<file path="src/design/peer_liveness_table_assert.svh">
// Assertion macros used by the peer liveness table engine.
`ifndef PEER_LIVENESS_TABLE_ASSERT_SVH
`define PEER_LIVENESS_TABLE_ASSERT_SVH

// Same-cycle implication, sampled on clk, off during reset.
`define PLT_ASSERT_NOW(lbl, ante, cons, msg) \
	lbl: assert property (@(posedge clk) disable iff (!arst_n) (ante) |-> (cons)) \
		else $error(msg);

// Next-cycle implication, sampled on clk, off during reset.
`define PLT_ASSERT_NEXT(lbl, ante, cons, msg) \
	lbl: assert property (@(posedge clk) disable iff (!arst_n) (ante) |=> (cons)) \
		else $error(msg);

`endif

</file>
<file path="src/design/plt_pkg.sv">
// Types, constants and codes for the peer liveness table.
`default_nettype none
package plt_pkg;

	localparam int unsigned TABLE_ENTRIES_DEF = 16;
	localparam logic [31:0] WINDOW_RESET      = 32'd10000000;
	localparam int unsigned SAT_MAX           = 31;
	localparam int unsigned CFG_IDX_W         = 1;

	typedef enum logic [CFG_IDX_W-1:0] {
		REG_OWN_NODE_ID  = 1'b0,
		REG_ALIVE_WINDOW = 1'b1
	} cfg_reg_t;

	typedef struct packed {
		logic [31:0] heard_id;
		logic [62:0] now_time;
	} plt_in_t;

	typedef struct packed {
		logic [4:0] node_count;
		logic [4:0] own_rank;
		logic       dropped;
	} plt_out_t;

	// Heartbeat after classification, as queued for the table engine.
	typedef struct packed {
		logic [31:0] heard_id;
		logic [62:0] now_time;
		logic [62:0] cutoff;
		logic        has_cutoff;
		logic        is_self;
	} plt_task_t;

	typedef enum logic [1:0] {
		ST_IDLE,
		ST_SWEEP,
		ST_UPDATE
	} plt_state_t;

endpackage
`default_nettype wire

</file>
<file path="src/design/plt_front.sv">
// Front end: accepts heartbeats, classifies them and queues them for the engine.
`default_nettype none
module plt_front (
	input  wire logic               clk,
	input  wire logic               arst_n,
	input  wire logic               in_valid,
	output logic                    in_stall,
	input  wire plt_pkg::plt_in_t   in_data,
	input  wire logic [31:0]        own_node_id,
	input  wire logic [31:0]        alive_window,
	output logic                    task_valid,
	input  wire logic               task_pop,
	output plt_pkg::plt_task_t      task_data
);
	import plt_pkg::*;

	plt_task_t  q_mem [2];
	logic       wr_ptr_q;
	logic       rd_ptr_q;
	logic [1:0] cnt_q;
	logic       push;
	logic       pop;
	logic [63:0] diff;
	plt_task_t  cls;

	// Borrow out of the subtract means the window reaches below time zero.
	assign diff = {1'b0, in_data.now_time} - {32'b0, alive_window};

	always_comb begin
		cls.heard_id   = in_data.heard_id;
		cls.now_time   = in_data.now_time;
		cls.cutoff     = diff[62:0];
		cls.has_cutoff = !diff[63];
		cls.is_self    = (in_data.heard_id == own_node_id);
	end

	assign in_stall   = (cnt_q == 2'd2);
	assign task_valid = (cnt_q != 2'd0);
	assign task_data  = q_mem[rd_ptr_q];
	assign push       = in_valid && !in_stall;
	assign pop        = task_pop && task_valid;

	always_ff @(posedge clk) begin
		if (push) begin
			q_mem[wr_ptr_q] <= cls;
		end
	end

	always_ff @(posedge clk or negedge arst_n) begin
		if (!arst_n) begin
			wr_ptr_q <= 1'b0;
			rd_ptr_q <= 1'b0;
			cnt_q    <= 2'd0;
		end else begin
			if (push) begin
				wr_ptr_q <= !wr_ptr_q;
			end
			if (pop) begin
				rd_ptr_q <= !rd_ptr_q;
			end
			if (push && !pop) begin
				cnt_q <= cnt_q + 2'd1;
			end else if (pop && !push) begin
				cnt_q <= cnt_q - 2'd1;
			end
		end
	end

endmodule
`default_nettype wire

</file>
<file path="src/design/plt_engine.sv">
// Table engine: sweeps the peer table to purge, match, count and rank, then updates it.
`default_nettype none
`include "peer_liveness_table_assert.svh"
module plt_engine #(
	parameter int unsigned TABLE_ENTRIES = plt_pkg::TABLE_ENTRIES_DEF
) (
	input  wire logic               clk,
	input  wire logic               arst_n,
	input  wire logic [31:0]        own_node_id,
	input  wire logic               task_valid,
	output logic                    task_pop,
	input  wire plt_pkg::plt_task_t task_data,
	output logic                    out_valid,
	input  wire logic               out_stall,
	output plt_pkg::plt_out_t       out_data
);
	import plt_pkg::*;

	localparam int unsigned IDXW = $clog2(TABLE_ENTRIES);
	localparam int unsigned CNTW = $clog2(TABLE_ENTRIES + 2);
	localparam int unsigned SATW = CNTW + 5;

	plt_state_t             state_q, state_d;
	plt_task_t              item_q;
	logic [31:0]            id_mem   [TABLE_ENTRIES];
	logic [62:0]            seen_mem [TABLE_ENTRIES];
	logic [TABLE_ENTRIES-1:0] valid_q;

	logic [IDXW:0]          rd_cnt_q;
	logic                   rd_vld_s1;
	logic [IDXW-1:0]        rd_idx_s1;
	logic [31:0]            rd_id_s1;
	logic [62:0]            rd_seen_s1;

	logic [CNTW-1:0]        count_q;
	logic [CNTW-1:0]        rank_q;
	logic                   match_found_q;
	logic [IDXW-1:0]        match_idx_q;
	logic                   free_found_q;
	logic [IDXW-1:0]        free_idx_q;

	logic                   out_valid_q;
	plt_out_t               out_q;

	logic                   out_free;
	logic                   in_update;
	logic                   rd_issue;
	logic                   sweep_done;
	logic                   fin;
	logic                   ent_valid;
	logic                   ent_purge;
	logic                   ent_live;
	logic                   do_refresh;
	logic                   do_insert;
	logic                   do_drop;
	logic                   ins_lower;
	logic                   seen_we;
	logic [IDXW-1:0]        wr_idx;
	logic [CNTW-1:0]        node_full;
	logic [CNTW-1:0]        rank_full;
	logic [SATW-1:0]        node_ext;
	logic [SATW-1:0]        rank_ext;
	plt_out_t               result;

	assign out_free   = !out_valid_q || !out_stall;
	assign in_update  = (state_q == ST_UPDATE);
	assign sweep_done = (rd_cnt_q == (IDXW+1)'(TABLE_ENTRIES)) && !rd_vld_s1;

	// Next state
	always_comb begin
		state_d = state_q;
		unique case (state_q)
			ST_IDLE: begin
				if (task_valid) begin
					state_d = ST_SWEEP;
				end
			end
			ST_SWEEP: begin
				if (sweep_done) begin
					state_d = ST_UPDATE;
				end
			end
			ST_UPDATE: begin
				if (out_free) begin
					state_d = ST_IDLE;
				end
			end
			default: state_d = ST_IDLE;
		endcase
	end

	// State outputs
	always_comb begin
		task_pop = 1'b0;
		rd_issue = 1'b0;
		fin      = 1'b0;
		unique case (state_q)
			ST_IDLE:   task_pop = 1'b1;
			ST_SWEEP:  rd_issue = (rd_cnt_q != (IDXW+1)'(TABLE_ENTRIES));
			ST_UPDATE: fin = out_free;
			default: begin
				task_pop = 1'b0;
			end
		endcase
	end

	// Entry under inspection, in the cycle after its read
	assign ent_valid = valid_q[rd_idx_s1];
	assign ent_purge = (item_q.has_cutoff && (rd_seen_s1 < item_q.cutoff))
		|| (rd_id_s1 == own_node_id);
	assign ent_live  = ent_valid && !ent_purge;

	assign do_refresh = !item_q.is_self && match_found_q;
	assign do_insert  = !item_q.is_self && !match_found_q && free_found_q;
	assign do_drop    = !item_q.is_self && !match_found_q && !free_found_q;
	assign ins_lower  = (item_q.heard_id < own_node_id);
	assign seen_we    = fin && (do_refresh || do_insert);
	assign wr_idx     = do_refresh ? match_idx_q : free_idx_q;

	assign node_full = count_q + CNTW'(do_insert) + CNTW'(1);
	assign rank_full = rank_q + CNTW'(do_insert && ins_lower);
	assign node_ext  = SATW'(node_full);
	assign rank_ext  = SATW'(rank_full);

	always_comb begin
		result.node_count = (node_ext > SATW'(SAT_MAX)) ? 5'(SAT_MAX) : node_ext[4:0];
		result.own_rank   = (rank_ext > SATW'(SAT_MAX)) ? 5'(SAT_MAX) : rank_ext[4:0];
		result.dropped    = do_drop;
	end

	// Table storage: one read port, one write port, registered read
	always_ff @(posedge clk) begin
		if (rd_issue) begin
			rd_id_s1   <= id_mem[rd_cnt_q[IDXW-1:0]];
			rd_seen_s1 <= seen_mem[rd_cnt_q[IDXW-1:0]];
		end
		if (seen_we) begin
			seen_mem[wr_idx] <= item_q.now_time;
		end
		if (fin && do_insert) begin
			id_mem[free_idx_q] <= item_q.heard_id;
		end
	end

	always_ff @(posedge clk) begin
		if (task_pop && task_valid) begin
			item_q <= task_data;
		end
		rd_idx_s1 <= rd_cnt_q[IDXW-1:0];
		if (fin) begin
			out_q <= result;
		end
	end

	always_ff @(posedge clk or negedge arst_n) begin
		if (!arst_n) begin
			state_q       <= ST_IDLE;
			valid_q       <= '0;
			rd_cnt_q      <= '0;
			rd_vld_s1     <= 1'b0;
			count_q       <= '0;
			rank_q        <= '0;
			match_found_q <= 1'b0;
			match_idx_q   <= '0;
			free_found_q  <= 1'b0;
			free_idx_q    <= '0;
			out_valid_q   <= 1'b0;
		end else begin
			state_q   <= state_d;
			rd_vld_s1 <= rd_issue;
			if (task_pop && task_valid) begin
				rd_cnt_q      <= '0;
				count_q       <= '0;
				rank_q        <= '0;
				match_found_q <= 1'b0;
				free_found_q  <= 1'b0;
			end
			if (rd_issue) begin
				rd_cnt_q <= rd_cnt_q + (IDXW+1)'(1);
			end
			if (rd_vld_s1) begin
				if (ent_valid && ent_purge) begin
					valid_q[rd_idx_s1] <= 1'b0;
				end
				if (ent_live) begin
					count_q <= count_q + CNTW'(1);
					rank_q  <= rank_q + CNTW'(rd_id_s1 < own_node_id);
					if (!match_found_q && (rd_id_s1 == item_q.heard_id)) begin
						match_found_q <= 1'b1;
						match_idx_q   <= rd_idx_s1;
					end
				end else if (!free_found_q) begin
					free_found_q <= 1'b1;
					free_idx_q   <= rd_idx_s1;
				end
			end
			if (fin) begin
				out_valid_q <= 1'b1;
				if (do_insert) begin
					valid_q[free_idx_q] <= 1'b1;
				end
			end else if (out_valid_q && !out_stall) begin
				out_valid_q <= 1'b0;
			end
		end
	end

	assign out_valid = out_valid_q;
	assign out_data  = out_q;

	`PLT_ASSERT_NOW(a_match_live, in_update && match_found_q, valid_q[match_idx_q], "stale match")
	`PLT_ASSERT_NOW(a_free_empty, in_update && free_found_q, !valid_q[free_idx_q], "free slot taken")
	`PLT_ASSERT_NOW(a_drop_full, fin && do_drop, count_q == CNTW'(TABLE_ENTRIES), "drop with room")
	`PLT_ASSERT_NEXT(a_insert_set, fin && do_insert, valid_q[$past(free_idx_q)], "insert not set")

endmodule
`default_nettype wire

</file>
<file path="src/design/peer_liveness_table.sv">
// Heartbeats are handled one at a time by the engine's single-port sweep, which reads one
// table entry per cycle; a two-deep input queue takes heartbeats meanwhile.
// Reset: valid bits cleared, queue and result emptied, own_node_id 0, alive_window 10000000.
// Entry ids and times are not cleared; no clearing pass runs after reset.
`default_nettype none
module peer_liveness_table #(
	parameter int unsigned TABLE_ENTRIES = plt_pkg::TABLE_ENTRIES_DEF
) (
	input  wire logic                            clk,
	input  wire logic                            arst_n,
	input  wire logic                            cfg_wr_en,
	input  wire logic [plt_pkg::CFG_IDX_W-1:0]   cfg_index,
	input  wire logic [31:0]                     cfg_data,
	input  wire logic                            in_valid,
	output logic                                 in_stall,
	input  wire plt_pkg::plt_in_t                in_data,
	output logic                                 out_valid,
	input  wire logic                            out_stall,
	output plt_pkg::plt_out_t                    out_data
);
	import plt_pkg::*;

	logic [31:0] own_id_q;
	logic [31:0] window_q;
	logic        task_valid;
	logic        task_pop;
	plt_task_t   task_data;

	always_ff @(posedge clk or negedge arst_n) begin
		if (!arst_n) begin
			own_id_q <= '0;
			window_q <= WINDOW_RESET;
		end else if (cfg_wr_en) begin
			unique case (cfg_index)
				REG_OWN_NODE_ID:  own_id_q <= cfg_data;
				REG_ALIVE_WINDOW: window_q <= cfg_data;
				default: begin
					own_id_q <= own_id_q;
				end
			endcase
		end
	end

	plt_front u_front (
		.clk          (clk),
		.arst_n       (arst_n),
		.in_valid     (in_valid),
		.in_stall     (in_stall),
		.in_data      (in_data),
		.own_node_id  (own_id_q),
		.alive_window (window_q),
		.task_valid   (task_valid),
		.task_pop     (task_pop),
		.task_data    (task_data)
	);

	plt_engine #(
		.TABLE_ENTRIES (TABLE_ENTRIES)
	) u_engine (
		.clk         (clk),
		.arst_n      (arst_n),
		.own_node_id (own_id_q),
		.task_valid  (task_valid),
		.task_pop    (task_pop),
		.task_data   (task_data),
		.out_valid   (out_valid),
		.out_stall   (out_stall),
		.out_data    (out_data)
	);

endmodule
`default_nettype wire

</file>
<file path="config.mk">
export PLATFORM = sky130hd
export DESIGN_NAME = peer_liveness_table
export DESIGN_NICKNAME = d
export VERILOG_FILES = /design/src/design/plt_pkg.sv /design/src/design/plt_front.sv /design/src/design/plt_engine.sv /design/src/design/peer_liveness_table.sv
export VERILOG_INCLUDE_DIRS = /design/src /design/src/design
export SDC_FILE = /design/constraint.sdc
export NUM_CORES = 2
export LEC_CHECK = 0
export BUFFER_PORTS_ARGS = -buffer_cell sky130_fd_sc_hd__buf_2
export CORE_MARGIN = 3
export CORE_UTILIZATION = 48
export DETAILED_ROUTE_END_ITERATION = 10
export GPL_TIMING_DRIVEN = 0
export PLACE_DENSITY = 0.66
export SYNTH_ARGS = -nofsm -noshare
export SYNTH_HDL_FRONTEND = slang
export SYNTH_SLANG_ARGS = --single-unit
</file>
<file path="constraint.sdc">
create_clock -name clk -period 24.8 [get_ports clk]
set_clock_uncertainty 0.2 [all_clocks]
set_input_delay 4.96 -clock clk [delete_from_list [all_inputs] [get_ports clk]]
set_output_delay 4.96 -clock clk [all_outputs]
set_load 0.005 [all_outputs]
</file>
# Word level (Yosys, flattened, before mapping)
# Memories as Yosys holds them, arrays and structs flattened. A register that Yosys moved wholly into a read port is not among the register bits.
# Cells that the tools add are included.
word_totals:
  ff_bits: 128
  mem_bits_rw: 1840
  output_inout_bits: 13
  word_cells: 147
  memories: 3
classes:
  addsub: 9
  order_cmp: 9
  n_eq_ne: 11
  muxes: 44
  n_bitwise: 6
  reduce_logical: 45
mem_list:
  columns: ["name", "words", "word_bits", "rd", "rd_ports_with_merged_regs", "wr", "line", "text"]
  rows:
  - ["u_engine.seen_mem", 16, 63, 1, 1, 1, "plt_engine.sv:26", "logic [62:0] seen_mem [TABLE_ENTRIES];"]
  - ["u_engine.id_mem", 16, 32, 1, 1, 1, "plt_engine.sv:25", "logic [31:0] id_mem [TABLE_ENTRIES];"]
  - ["u_front.q_mem", 2, 160, 1, 1, 1, "plt_front.sv:17", "plt_task_t q_mem [2];"]
ops:
  columns: ["operator", "n"]
  rows:
  - ["== test 32 bit", 3]
  - ["< comparator 32 bit", 2]
  - ["two-way mux 16 bit", 4]
  - ["subtractor 63 x 32 -> 64 bit", 1]
  - ["< comparator 63 bit", 1]
  - ["two-way mux 5 bit", 8]
  - ["two-way mux 1 bit", 22]
  - ["logical AND 1 bit", 19]
  - ["bitwise AND 16 bit", 1]
  - ["inverter 16 bit", 1]
  - ["bitwise OR 16 bit", 1]
  - ["adder 5 x 1 -> 5 bit", 3]
  - ["adder 5 x 1 -> 5 bit, second input constant", 3]
  - ["zero test 1 bit", 13]
  - ["greater-than comparator 5 bit, second input constant", 2]
  - ["< comparator 4 x 5 -> 1 bit, second input constant", 2]
  - ["two-way mux 2 bit", 5]
  - ["AND reduction 3 bit", 3]
  - ["demux 1 bit (select 4 bit)", 2]
  - ["greater-or-equal comparator 4 x 1 -> 1 bit, second input constant", 2]
  - ["nonzero test 2 bit", 4]
  - ["inequality test 2 x 1 -> 1 bit, second input constant", 3]
  - ["one-hot mux 2 bit (3 select lines)", 1]
  - ["== test 5 bit, second input constant", 1]
  - ["other kinds (11)", 17]

# Depth between registers and ports, before layout
logic_depth:
  ltp_word: 11
  mapped_depth: 15
  ltp_nobuf: 15

# Hierarchy
# From an unflattened synthesis, not the netlist that was laid out.
unflattened:
  cells_unflattened: 4294
  area_unflattened_um2: 88416.0
by_module_without_submodules:
  columns: ["mod", "instances", "cells_each", "area_each_um2"]
  rows:
  - ["plt_engine", 1, 3128, 70883.0]
  - ["plt_front", 1, 1029, 15097.0]
  - ["peer_liveness_table", 1, 137, 2436.1]

# Least setup slack after synthesis
# OpenSTA, ideal clock, no wires.
synth_path:
  path_kind: "input -> register"
  startpoint: "in in_valid"
  endpoint: "mem u_front.q_mem[0][0] in the netlist's numbering, enable pin"
  setup_time_ns: 0.682
  arrival_time_ns: 11.689
  t_required_ns: 23.918
  slack_ns: 12.230
  stages: 2
  path_cell_list: "nand2_1 nor2_1"
synth_via:
  elab_chain_len: 3
synth_rtl:
  columns: ["item", "line", "text"]
  rows:
  - ["from (decl)", "peer_liveness_table.sv:14", "input wire logic in_valid,"]
  - ["logical AND 1 bit", "plt_front.sv:40", "assign push = in_valid && !in_stall;"]
  - ["two-way mux 1 bit", "plt_front.sv:44", "if (push) begin"]
  - ["two-way mux 1 bit (implied by the code)", "plt_front.sv:45", "q_mem[wr_ptr_q] <= cls;"]
  - ["to (decl)", "plt_front.sv:17", null]
# No other way between the ends.

==> impl_metrics.yaml <==
placement:
  io_buffers: 145
  post-place-cells: 6884
  place_hpwl_um: 152000
  gp_congestion: 0.874
power:
  ir_drop_v: 0.0000806
  p_clk_share_pct: 28.2
  seqPwrFrac_pct: 46.9
  p_comb_share_pct: 24.9
  switching_share_pct: 30.1
  netSwitchingPower_mw: 3.35
  p_leak_nw: 33.1
  powerDensity_nw_per_um2: 111
  p_int_mw: 7.80
sta:
  whs_ps: 175
  fin_setup_tns_ps: 0
  tightest_slew_ps: 1480
  fmax_ghz: 0.125
  hold_violations: 0
  setup_viol: 0
  slew_headroom_pct: 1.59
  post-route-period-util_pct: 32.3
  rsz0062_at_grt: "false"
  period_minus_slack_ps: 8020
  maxSlewViolCount: 0
cts:
  cts_hold_buf: 0
  htree_levels: 4
  clk_latency_ps: 850
  cts_root_buffer: "clkbuf_16"
  cts.sinks: 2223
  cts_resized: 0
  postCtsSetupRepairBufs: 0
  clockBufferDepth: 3
  numCtsBuffers: 213
  tritoncts: "yes"
  path_clk_slew_ps: 60
status:
  status: "completed"
grt:
  track_usage_pct: 24.5
  grt_pass1_wl_um: 326000
  antenna_found_initial: 9
  grt_pass1_vias: 44863
  grt_max_degree: 85
  overflow: 0
critical_path:
  cp_top_family: "compound AO/OA/AOI/OAI gates"
  critical_path_required_ps: 25220
  cp-end-kind: "flop"
  setup.worst_path.class: "in -> reg"
  cp-start-kind: "primary input"
  path_cells: "buf_2, ha_1, nor2b_1, o31ai_1, a211oi_1, nand3b_1, a31o_2, a21oi_1, o21ai_0, xnor2_1"
  slowest_stage: "a21oi_1"
  path_buf_inv: 1
  critPathMaxFanout: 6
  arrival_ps: 8440
  max_stage_delay_ps: 820
logic_synthesis:
  seq_area_frac_synth_pct: 75.3
  synthArstFlopShare_pct: 5.08
  ys_seq_elements: 2223
  synth_fp_nets: 4576
  synthesis.area_sq_um: 87900
  synth_edf_count: 2106
  yosysWarnings: 0
  synth.top_cell.area_share_pct: 71.9
  synth_fa_ha_area_share_pct: 2.40
  syn_avg_cell_area_sq_um: 20.6
  synth-compound-area-share_pct: 2.25
  yosysUniqueCellTypes: 74
  yosys-top-cells-area: "edfxtp_1, mux4_2, dfrtp_1"
  synth-simple-area-share_pct: 2.42
  synthMuxAreaShare_pct: 14.9
  synthCells: 4275
  synth_xor_area_share_pct: 1.34
  yosys.area.top_type: "edfxtp_1"
  synth_top_family_by_area: "multiplexers"
  synthFlopType: "edfxtp_1"
cells_and_area:
  stdcell_count: 7287
  nFillCells: 13436
  layout.nets: 5030
  drive_above_1_share_pct: 26.0
  area_growth_pct: 14.4
routing:
  vias: 44222
  vias_per_cell: 6.07
  routed_wl_um: 228000
  wl_per_cell_um: 31.3
  dr.pass1.iters: 5
  drc: 0
  postRouteAntennaNets: 0
  drtIter0Drc: 5356
floorplan:
  die_h_um: 434
  die_w_um: 434
  dieArea_sq_um: 188000
  start_util_pct: 48.5
  fp-row-count: 156
  core_area_sq_um: 181000
  io_pins: 146
job:
  maxCapViolations: 0
min_path:
  hold_class: "reg -> reg"
## state kept, by name, indices dropped and copies added (netlist names), 5 cells and up
name                 cells
u_engine.seen_mem     1008
u_engine.id_mem        512
u_front.q_mem          320
u_engine.item_q        160
u_engine.rd_seen_s1     63
own_id_q                32
u_engine.rd_id_s1       32
window_q                32
u_engine.valid_q        16
u_engine.out_data       11
u_engine.count_q         5
u_engine.rank_q          5
u_engine.rd_cnt_q        5
## metal layers
metal | global-route usage [%] | wire length [um]
met1 | 33.7 | 91000
met2 | 40.3 | 113000
met3 | 3.85 | 15800
met4 | 8.64 | 8400
met5 | 0 | 0
## cells in the final DEF (no fill, tap or decap), drive strengths merged, types with 10 or more instances in the layout
| cell type | instances |
|---|---|
| nor4 | 28 |
| or3 | 10 |
| a21oi | 87 |
| clkbuf | 398 |
| nor2b | 17 |
| nor3 | 32 |
| inv | 177 |
| ha | 167 |
| nand2b | 10 |
| buf | 285 |
| nand4 | 41 |
| o21ai | 96 |
| mux2 | 201 |
| edfxtp | 2106 |
| nor2 | 89 |
| bufinv | 14 |
| xor2 | 76 |
| mux4 | 480 |
| nand2 | 105 |
| a21o | 32 |
| a31oi | 23 |
| clkinv | 94 |
| nand3 | 47 |
| xnor2 | 58 |
| dfrtp | 105 |
| a211oi | 15 |
## power groups by stage
stage / clock network, mW / logic, mW / registers (mW)
6_report: 3.14 / 2.77 / 5.23
5_1_grt: 3.34 / 2.97 / 5.28
4_1_cts: 3.19 / 2.81 / 5.23
3_5_place_dp: 0 / 2.80 / 5.31
3_3_place_gp: 0 / 2.69 / 5.39
2_1_floorplan: 0 / 1.82 / 5.15
## cells by family after synthesis
logic type	Yosys count
AO/OA/AOI/OAI	319
XOR/XNOR	134
adder cells (fa/ha/maj)	168
buffers and inverters	333
flip-flops	2223
multiplexers	682
AND/OR/NAND/NOR	416
## path summary, 6_finish.rpt
kind                       cells past startpoint  slack, ps                        startpoint                               end
max                                           10      16780                        in_data[1]    u_front.q_mem[0][47]$_DFFE_PP_
min                                            0        180  u_engine.rd_cnt_q[3]$_DFFE_PN0P_     u_engine.rd_idx_s1[3]$_DFF_P_
max reg2reg                                   12      19290  u_engine.rd_cnt_q[0]$_DFFE_PN0P_  u_engine.rd_cnt_q[2]$_DFFE_PN0P_
min reg2reg                                    0        180  u_engine.rd_cnt_q[3]$_DFFE_PN0P_     u_engine.rd_idx_s1[3]$_DFF_P_
max in group asynchronous                      2      19630                            arst_n          window_q[19]$_DFFE_PN1P_
min in group asynchronous                      1       3870                            arst_n     u_engine.count_q[3]$_DFF_PN0_
## layout make-up
class	count	area (sq um)	area share (%)
flip-flops and latches	2223	66200	65.8
clock buffers	279	5660	5.63
well taps	2370	2970	2.95
repair buffers	239	2640	2.63
multi-input cells	1719	20700	20.6
diodes	6	15.0	0.0149
clock inverters	118	1060	1.05
plain buffers	165	641	0.637
inverters	168	643	0.640
## cells in the mapped netlist, drive strengths merged, types with 3 or more instances
library cell / number
a211o: 8
dfstp: 8
nand2b: 10
o21a: 9
a221oi: 3
xor2: 76
nor2b: 17
edfxtp: 2106
a31oi: 23
xnor2: 58
o21bai: 9
ha: 167
and3: 9
a21oi: 87
o31ai: 5
o2111ai: 3
nand3b: 5
nor4: 28
and2: 7
o21ai: 96
inv: 167
o211ai: 7
nand3: 47
nor3: 32
a211oi: 15
nor2: 89
a21boi: 3
dfrtp: 105
nor3b: 7
clkbuf: 119
or4: 3
dfxtp: 4
nand2: 105
nand4: 41
mux4: 480
a21o: 32
o221ai: 4
or3: 10
buf: 46
mux2: 201
## metrics by stage
stage | worst slack (ps) | power (mW) | cell area [sq um] | util (%)
global route | 16730 | 11.6 | 101000 | 55.4
finish | 16780 | 11.2 | 101000 | 55.4
detailed placement | 15970 | 8.10 | 93800 | 51.7
CTS | 16870 | 11.2 | 101000 | 55.4
global placement | 6190 | 8.08 | 91600 | 50.5
floorplan | 12230 | 6.98 | 87900 | -
Power figures use the tool's default switching activity.
